[config.mk]
export PLATFORM = sky130hd
export DESIGN_NAME = dh_modexp_md5_64
export DESIGN_NICKNAME = d
export VERILOG_FILES = /design/src/dhme_pkg.sv /design/src/dhme_mulmod.sv /design/src/dhme_md5.sv /design/src/dh_modexp_md5_64.sv
export SDC_FILE = /design/constraint.sdc
export NUM_CORES = 2
export LEC_CHECK = 0
export BUFFER_PORTS_ARGS = -buffer_cell sky130_fd_sc_hd__buf_4
export CORE_MARGIN = 2
export CORE_UTILIZATION = 62
export CTS_CLUSTER_DIAMETER = 150
export DETAILED_ROUTE_END_ITERATION = 8
export PLACE_DENSITY = 0.8
export SKIP_CTS_REPAIR_TIMING = 1
export SLEW_MARGIN = 20
export SYNTH_ARGS = -nofsm -noshare
export SYNTH_HDL_FRONTEND = slang
export SYNTH_SLANG_ARGS = --single-unit
export TNS_END_PERCENT = 1
[constraint.sdc]
create_clock -name clk -period 35.4 [get_ports clk]
set_input_delay 5.31 -clock clk [delete_from_list [all_inputs] [get_ports clk]]
set_output_delay 5.31 -clock clk [all_outputs]
set_load 0.1 [all_outputs]
[src/dhme_pkg.sv]
// Shared types, constants and tables for the modular exponentiation and hash block.
package dhme_pkg;

	localparam logic [63:0] MODULUS = 64'hffffffffffffffc5;
	localparam logic [63:0] GEN_BASE = 64'd5;

	// Top-level sequencer states.
	typedef enum logic [2:0] {
		ST_IDLE,
		ST_SQR,
		ST_MUL,
		ST_HASH,
		ST_DONE
	} ctl_state_t;

	// Round constant of the hash.
	function automatic logic [31:0] md5_sine(input logic [5:0] i);
		logic [31:0] k;
		begin
			case (i)
				6'd0: k = 32'hd76aa478; 6'd1: k = 32'he8c7b756;
				6'd2: k = 32'h242070db; 6'd3: k = 32'hc1bdceee;
				6'd4: k = 32'hf57c0faf; 6'd5: k = 32'h4787c62a;
				6'd6: k = 32'ha8304613; 6'd7: k = 32'hfd469501;
				6'd8: k = 32'h698098d8; 6'd9: k = 32'h8b44f7af;
				6'd10: k = 32'hffff5bb1; 6'd11: k = 32'h895cd7be;
				6'd12: k = 32'h6b901122; 6'd13: k = 32'hfd987193;
				6'd14: k = 32'ha679438e; 6'd15: k = 32'h49b40821;
				6'd16: k = 32'hf61e2562; 6'd17: k = 32'hc040b340;
				6'd18: k = 32'h265e5a51; 6'd19: k = 32'he9b6c7aa;
				6'd20: k = 32'hd62f105d; 6'd21: k = 32'h02441453;
				6'd22: k = 32'hd8a1e681; 6'd23: k = 32'he7d3fbc8;
				6'd24: k = 32'h21e1cde6; 6'd25: k = 32'hc33707d6;
				6'd26: k = 32'hf4d50d87; 6'd27: k = 32'h455a14ed;
				6'd28: k = 32'ha9e3e905; 6'd29: k = 32'hfcefa3f8;
				6'd30: k = 32'h676f02d9; 6'd31: k = 32'h8d2a4c8a;
				6'd32: k = 32'hfffa3942; 6'd33: k = 32'h8771f681;
				6'd34: k = 32'h6d9d6122; 6'd35: k = 32'hfde5380c;
				6'd36: k = 32'ha4beea44; 6'd37: k = 32'h4bdecfa9;
				6'd38: k = 32'hf6bb4b60; 6'd39: k = 32'hbebfbc70;
				6'd40: k = 32'h289b7ec6; 6'd41: k = 32'heaa127fa;
				6'd42: k = 32'hd4ef3085; 6'd43: k = 32'h04881d05;
				6'd44: k = 32'hd9d4d039; 6'd45: k = 32'he6db99e5;
				6'd46: k = 32'h1fa27cf8; 6'd47: k = 32'hc4ac5665;
				6'd48: k = 32'hf4292244; 6'd49: k = 32'h432aff97;
				6'd50: k = 32'hab9423a7; 6'd51: k = 32'hfc93a039;
				6'd52: k = 32'h655b59c3; 6'd53: k = 32'h8f0ccc92;
				6'd54: k = 32'hffeff47d; 6'd55: k = 32'h85845dd1;
				6'd56: k = 32'h6fa87e4f; 6'd57: k = 32'hfe2ce6e0;
				6'd58: k = 32'ha3014314; 6'd59: k = 32'h4e0811a1;
				6'd60: k = 32'hf7537e82; 6'd61: k = 32'hbd3af235;
				6'd62: k = 32'h2ad7d2bb; default: k = 32'heb86d391;
			endcase
			return k;
		end
	endfunction

	// Rotate amount of a round.
	function automatic logic [4:0] md5_shift(input logic [5:0] i);
		logic [4:0] s;
		begin
			case ({i[5:4], i[1:0]})
				4'd0: s = 5'd7; 4'd1: s = 5'd12; 4'd2: s = 5'd17; 4'd3: s = 5'd22;
				4'd4: s = 5'd5; 4'd5: s = 5'd9; 4'd6: s = 5'd14; 4'd7: s = 5'd20;
				4'd8: s = 5'd4; 4'd9: s = 5'd11; 4'd10: s = 5'd16; 4'd11: s = 5'd23;
				4'd12: s = 5'd6; 4'd13: s = 5'd10; 4'd14: s = 5'd15; default: s = 5'd21;
			endcase
			return s;
		end
	endfunction

endpackage

[src/dhme_mulmod.sv]
// Bit-serial modular multiplier, one multiplier bit per cycle, LSB first.
module dhme_mulmod (
	input  logic        clk,
	input  logic        arst_n,
	input  logic        start,
	input  logic [63:0] mcand,
	input  logic [63:0] mplier,
	output logic        done,
	output logic [63:0] product
);

	logic [63:0] acc_q, mcand_q, mplier_q;
	logic        busy_q, done_q;
	logic [63:0] room, acc_next, mcand_next;

	// One shift-and-add step with conditional subtraction.
	always_comb begin
		room = dhme_pkg::MODULUS - mcand_q;
		acc_next = acc_q;
		if (mplier_q[0]) begin
			if (acc_q >= room) acc_next = acc_q - room;
			else acc_next = acc_q + mcand_q;
		end
		if (mcand_q >= room) mcand_next = {mcand_q[62:0], 1'b0} - dhme_pkg::MODULUS;
		else mcand_next = {mcand_q[62:0], 1'b0};
	end

	// Control: run until the multiplier is exhausted.
	always_ff @(posedge clk or negedge arst_n) begin
		if (!arst_n) begin
			busy_q <= 1'b0;
			done_q <= 1'b0;
		end else begin
			done_q <= 1'b0;
			if (start) busy_q <= 1'b1;
			else if (busy_q && mplier_q == 64'd0) begin
				busy_q <= 1'b0;
				done_q <= 1'b1;
			end
		end
	end

	// Datapath registers.
	always_ff @(posedge clk) begin
		if (start) begin
			acc_q <= 64'd0;
			mcand_q <= mcand;
			mplier_q <= mplier;
		end else if (busy_q && mplier_q != 64'd0) begin
			acc_q <= acc_next;
			mcand_q <= mcand_next;
			mplier_q <= {1'b0, mplier_q[63:1]};
		end
	end

	assign done = done_q;
	assign product = acc_q;

	a_done_after_busy: assert property (@(posedge clk) disable iff (!arst_n)
		done_q |-> $past(busy_q)) else $error("done without busy");
	a_no_start_busy: assert property (@(posedge clk) disable iff (!arst_n)
		done_q |-> !busy_q) else $error("done while busy");
	a_mplier_shrinks: assert property (@(posedge clk) disable iff (!arst_n)
		(busy_q && !start && mplier_q != 64'd0) |=> mplier_q == {1'b0, $past(mplier_q[63:1])})
		else $error("multiplier not shifting");

endmodule

[src/dhme_md5.sv]
// Single-block hash of an eight-byte message, one round per cycle.
module dhme_md5 (
	input  logic        clk,
	input  logic        arst_n,
	input  logic        start,
	input  logic [63:0] msg,
	output logic        done,
	output logic [63:0] digest
);

	logic [31:0] a_q, b_q, c_q, d_q;
	logic [63:0] msg_q;
	logic [5:0]  rnd_q;
	logic        busy_q, done_q;
	logic [31:0] fn, wd, sum, rot, nb;
	logic [3:0]  idx;
	logic [4:0]  sh;

	// Round function and message word select.
	always_comb begin
		case (rnd_q[5:4])
			2'd0: begin fn = d_q ^ (b_q & (c_q ^ d_q)); idx = rnd_q[3:0]; end
			2'd1: begin fn = c_q ^ (d_q & (b_q ^ c_q)); idx = rnd_q[3:0] * 4'd5 + 4'd1; end
			2'd2: begin fn = b_q ^ c_q ^ d_q; idx = rnd_q[3:0] * 4'd3 + 4'd5; end
			default: begin fn = c_q ^ (b_q | ~d_q); idx = rnd_q[3:0] * 4'd7; end
		endcase
		case (idx)
			4'd0: wd = msg_q[31:0];
			4'd1: wd = msg_q[63:32];
			4'd2: wd = 32'h80;
			4'd14: wd = 32'd64;
			default: wd = 32'd0;
		endcase
		sh = dhme_pkg::md5_shift(rnd_q);
		sum = a_q + fn + dhme_pkg::md5_sine(rnd_q) + wd;
		rot = (sum << sh) | (sum >> (6'd32 - {1'b0, sh}));
		nb = b_q + rot;
	end

	// Round counter and control.
	always_ff @(posedge clk or negedge arst_n) begin
		if (!arst_n) begin
			busy_q <= 1'b0;
			done_q <= 1'b0;
			rnd_q <= 6'd0;
		end else begin
			done_q <= 1'b0;
			if (start) begin
				busy_q <= 1'b1;
				rnd_q <= 6'd0;
			end else if (busy_q) begin
				rnd_q <= rnd_q + 6'd1;
				if (rnd_q == 6'd63) begin
					busy_q <= 1'b0;
					done_q <= 1'b1;
				end
			end
		end
	end

	// Chaining registers.
	always_ff @(posedge clk) begin
		if (start) begin
			msg_q <= msg;
			a_q <= 32'h67452301;
			b_q <= 32'hefcdab89;
			c_q <= 32'h98badcfe;
			d_q <= 32'h10325476;
		end else if (busy_q) begin
			a_q <= d_q;
			d_q <= c_q;
			c_q <= b_q;
			b_q <= nb;
		end
	end

	assign done = done_q;
	assign digest = {b_q + 32'hefcdab89, a_q + 32'h67452301};

	a_done_end: assert property (@(posedge clk) disable iff (!arst_n)
		done_q |-> $past(rnd_q) == 6'd63) else $error("early hash done");
	a_idle_done: assert property (@(posedge clk) disable iff (!arst_n)
		done_q |-> !busy_q) else $error("hash done while busy");
	a_round_step: assert property (@(posedge clk) disable iff (!arst_n)
		(busy_q && !start) |=> rnd_q == $past(rnd_q) + 6'd1) else $error("round skipped");

endmodule

[src/dh_modexp_md5_64.sv]
// Top level: square-and-multiply exponentiation with an optional hash of the power.
// Per exponent bit below the top one the block runs a square and, for a set bit, a multiply,
// each one a bit-serial product that steps through the significant multiplier bits.
// A secret request adds the 64 hash rounds.
// One word at a time; a new word is taken once the result word has been taken.
// Reset (arst_n low) returns to idle and drops out_valid; payload registers are not cleared.
module dh_modexp_md5_64 (
	input  logic        clk,
	input  logic        arst_n,
	input  logic        in_valid,
	output logic        in_ready,
	input  logic        req_type,
	input  logic [63:0] private_exponent,
	input  logic [63:0] peer_public,
	output logic        out_valid,
	input  logic        out_ready,
	output logic [63:0] result_value
);

	dhme_pkg::ctl_state_t state_q, state_d;
	logic [63:0] exp_q, base_q, acc_q, res_q;
	logic [5:0]  bit_q;
	logic        kind_q, busy_mul_q;
	logic        mul_start, mul_done, md5_start, md5_done;
	logic [63:0] mul_b, prod, digest, xin, yin;
	logic [5:0]  top;

	// Locate the leading one of the exponent.
	always_comb begin
		xin = (private_exponent == 64'd0) ? 64'd1 : private_exponent;
		yin = req_type ? ((peer_public == 64'd0) ? 64'd1 : peer_public) : dhme_pkg::GEN_BASE;
		top = 6'd0;
		for (int i = 0; i < 64; i++) if (xin[i]) top = 6'(i);
	end

	// Next state.
	always_comb begin
		state_d = state_q;
		case (state_q)
			dhme_pkg::ST_IDLE: if (in_valid) begin
				if (top == 6'd0) state_d = req_type ? dhme_pkg::ST_HASH : dhme_pkg::ST_DONE;
				else state_d = dhme_pkg::ST_SQR;
			end
			dhme_pkg::ST_SQR: if (mul_done) begin
				if (exp_q[bit_q]) state_d = dhme_pkg::ST_MUL;
				else if (bit_q == 6'd0) state_d = kind_q ? dhme_pkg::ST_HASH : dhme_pkg::ST_DONE;
			end
			dhme_pkg::ST_MUL: if (mul_done) begin
				if (bit_q == 6'd0) state_d = kind_q ? dhme_pkg::ST_HASH : dhme_pkg::ST_DONE;
				else state_d = dhme_pkg::ST_SQR;
			end
			dhme_pkg::ST_HASH: if (md5_done) state_d = dhme_pkg::ST_DONE;
			dhme_pkg::ST_DONE: if (out_ready) state_d = dhme_pkg::ST_IDLE;
			default: state_d = dhme_pkg::ST_IDLE;
		endcase
	end

	// Outputs and unit starts.
	always_comb begin
		in_ready = (state_q == dhme_pkg::ST_IDLE);
		out_valid = (state_q == dhme_pkg::ST_DONE);
		mul_start = ((state_q == dhme_pkg::ST_SQR) || (state_q == dhme_pkg::ST_MUL))
			&& !busy_mul_q;
		mul_b = (state_q == dhme_pkg::ST_MUL) ? base_q : acc_q;
		md5_start = (state_q == dhme_pkg::ST_HASH) && !busy_mul_q;
	end

	// Sequencer registers.
	always_ff @(posedge clk or negedge arst_n) begin
		if (!arst_n) begin
			state_q <= dhme_pkg::ST_IDLE;
			busy_mul_q <= 1'b0;
		end else begin
			state_q <= state_d;
			if (mul_start || md5_start) busy_mul_q <= 1'b1;
			else if (mul_done || md5_done) busy_mul_q <= 1'b0;
		end
	end

	// Operand and result registers.
	always_ff @(posedge clk) begin
		if (in_valid && in_ready) begin
			exp_q <= xin;
			base_q <= yin;
			acc_q <= yin;
			res_q <= yin;
			kind_q <= req_type;
			bit_q <= top - 6'd1;
		end else if (mul_done) begin
			acc_q <= prod;
			res_q <= prod;
			if ((state_q == dhme_pkg::ST_MUL) || !exp_q[bit_q]) bit_q <= bit_q - 6'd1;
		end else if (md5_done) begin
			res_q <= digest;
		end
	end

	dhme_mulmod u_mul (
		.clk(clk), .arst_n(arst_n), .start(mul_start), .mcand(acc_q), .mplier(mul_b),
		.done(mul_done), .product(prod)
	);

	dhme_md5 u_md5 (
		.clk(clk), .arst_n(arst_n), .start(md5_start), .msg(acc_q),
		.done(md5_done), .digest(digest)
	);

	assign result_value = res_q;

	a_out_hold: assert property (@(posedge clk) disable iff (!arst_n)
		(out_valid && !out_ready) |=> out_valid && $stable(result_value))
		else $error("result dropped");
	a_excl: assert property (@(posedge clk) disable iff (!arst_n)
		!(in_ready && out_valid)) else $error("ready while result pending");
	a_done_busy: assert property (@(posedge clk) disable iff (!arst_n)
		(mul_done || md5_done) |-> busy_mul_q) else $error("unit done unstarted");

endmodule

==> qor.txt <==
Run status - finished with violations
Violated checks - DRC
FMAX - 0.07717 GHz
Routed Antenna Nets - 0
Layout cells sized above 1 - 0.08288
CTS clk-pin slew, worst paths - 60 ps
Peak VDD IR - 0.03479 mV
Root Driver - clkbuf_16
Most common cell after layout, fill and taps aside - nand2_1
DR pass1 iterations - 9
Initial Util - 0.6243
Nets@finish - 6514
Mapped Area - 0.05208 mm^2
Die area - 0.08633 mm^2
Vias per std cell - 6.846
Final Max Tran Viols - 0
Final Hold Viols - 0
First-pass GRT wire length - 278300 um
Initial DRC Count - 6797
Vias in the first global route - 45.41k
CTS tree - done
Min Tclk post-route - 12960 ps
CP max stage cell - inv_1
Max-slew headroom - 0.1697
Worst Skew - 51.43 ps
Startpoint types - flip-flop
DR vias - 49.20k
CP Data Required Time - 35860 ps
Chip width - 293.8 um
DP Worst Slack - 22630 ps
Drt total wl - 187000 um
Top cell type's share of synthesized area - 0.2624
RSZ-0062 raised after global routing - false
H-tree Lvls - 3
Sequential area share after synthesis - 0.3429
Worst skew pair latency - 650 ps
Unique masters post-synth - 99
Worst setup EP type - flip-flop
Io pins - 199
Max Cap Violations - 0
Final period utilization - 0.3661
CTS buffer count - 75
Post-synth top flop - edfxtp_1
CP most frequent cell - o21ai_0
Area Growth Syn to Fin - 8.044%
EDFF count, synth - 455
Row cnt - 106
Ys Warns - 0
Crit-path max cell delay - 750 ps
Most frequent cells in the layout - nand2_1, a21oi_1, nor2_1
Pin count of the biggest net entering global routing - 93
Grt total ovfl - 0
Clock sink count - 661
Worst Setup Path Type - reg2reg
Initial antenna violation count - 5
Setup violators final - 0
Post-synth ARST share - 0.02118
#FFs+latches synth - 661
Hold Crit Class - reg2reg
Post-Syn Instances - 6167
Mapped Nets - 6629
Final setup TNS - 0 ps
Hpwl dp - 140300 um
Top cells by area, synth - edfxtp_1, dfxtp_1, ha_1, nand2_1, a21oi_1
Chip height - 293.8 um
Largest area contributor in the netlist - edfxtp_1
DRC - 1
Final setup margin - 22440 ps
Final Total Pwr - 1.646 mW
Clk buf depth - 3
DR WL/cell - 26.02 um
GRT Util Overall - 0.4233
Crit Path Max Fanout - 31
Final core utilization - 0.6745
PortBufs - 198
Avg Synthesized Cell Area - 8.445 um^2
CORE AREA - 0.08342 mm^2
Routability cong. - 1.071
Pleak - 22.69 nW
Worst-Margin Slew - 1234 ps
Crit path DAT - 13420 ps
Power Density - 29.26 mW/mm^2
-- power by group --
part | leakage (nW) | switching (mW) | internal, mW
Sequential | 6.10 | 0 | 0.818
Combinational | 15.4 | 0.0180 | 0.0136
Clock | 1.17 | 0.336 | 0.460
Total | 22.7 | 0.354 | 1.29
-- critical path: cells and delay by family, from the launching register on --
family	cells	cell delay, ps
xor+xnor	2	310
fa+ha+maj	8	3460
simple gates	1	190
flops	1	380
buf+inv	4	1290
mux	1	470
compound gates	25	6650
-- Yosys cell counts (all sizes together), types with 20 or more instances --
cell and instances:
a21o 101, nor2b 49, or3 33, edfxtp 455
nor4 86, a31oi 77, xor2 135, o21ai 501
and3 37, o211ai 64, nor2 516, nor3 124
clkbuf 395, xnor2 264, buf 65, fa 69
nand2 836, nand2b 54, o22ai 37, mux2i 231
a21boi 20, o21a 48, or2 21, nand3 113
and2 85, inv 190, or4 21, dfxtp 192
ha 260, a21oi 546, o31ai 34, nand4 73
a211oi 86, mux4 31, o221ai 30
-- final timing paths --
check / cells after the start / endpoint / startpoint / slack (ps)
setup / recovery: 41 / u_md5.b_q[30] / u_md5.rnd_q[1] / 22440
hold / removal: 1 / u_mul.done / u_mul.busy_q / 500
setup reg to reg: 41 / u_md5.b_q[30] / u_md5.rnd_q[1] / 22440
hold reg to reg: 1 / u_mul.done / u_mul.busy_q / 500
max in group asynchronous: 1 / u_md5.rnd_q[5] / arst_n / 30650
min in group asynchronous: 1 / u_md5.rnd_q[2] / arst_n / 4540
-- metal layers --
layer	part of all wire	global-route usage	vias to the layer above
met2	0.43	0.6218	3296
met3	0.12	0.09184	665
li1	-	-	22100
met5	0.00035	0	-
met1	0.37	0.5620	23140
met4	0.078	0.2827	8
-- layout make-up --
cell class,instances,area [um^2]
multi-input combinational,4852,31840
timing repair buffer,268,2012
fill,6761,27160
sequential,661,17880
inverter,194,735.7
clock inverter,38,447.9
clock buffer,92,1993
antenna,2,5.005
tap,1080,1351
-- through the flow --
stage | hold slack [ps] | cells | area (um^2)
finish | 501.6 | 7187 | 56270
global route | 510.8 | 7187 | 56270
CTS | 504.3 | 7185 | 56260
detailed placement | 487.1 | 7055 | 53820
global placement | 475.5 | 7055 | 53820
floorplan | 449.1 | 6167 | 52080
-- state kept, by name, indices dropped and copies added, names as in the netlist, 3 cells and up --
register        cells
u_md5.rnd_q         6
u_md5.b_q          32
u_md5.a_q          32
result_value       64
u_mul.mcand_q      64
u_mul.mplier_q     64
u_mul.product      64
acc_q              64
u_md5.c_q          32
bit_q               6
exp_q              64
state_q             3
u_md5.d_q          32
base_q             64
u_md5.msg_q        64
-- cells by family (layout without fill, tap and decap cells) --
| group | after synthesis | count (layout) | synth area share |
|---|---|---|---|
| other | 0 | 2 | 0 |
| multiplexers | 279 | 279 | 0.06148 |
| flip-flops | 661 | 661 | 0.3429 |
| AND/OR/NAND/NOR | 2100 | 2100 | 0.1853 |
| XOR/XNOR | 401 | 401 | 0.06797 |
| buffers and inverters | 654 | 592 | 0.04776 |
| AO/OA/AOI/OAI | 1743 | 1743 | 0.2056 |
| adder cells (fa/ha/maj) | 329 | 329 | 0.08899 |
(Power assumes the default switching activity.)
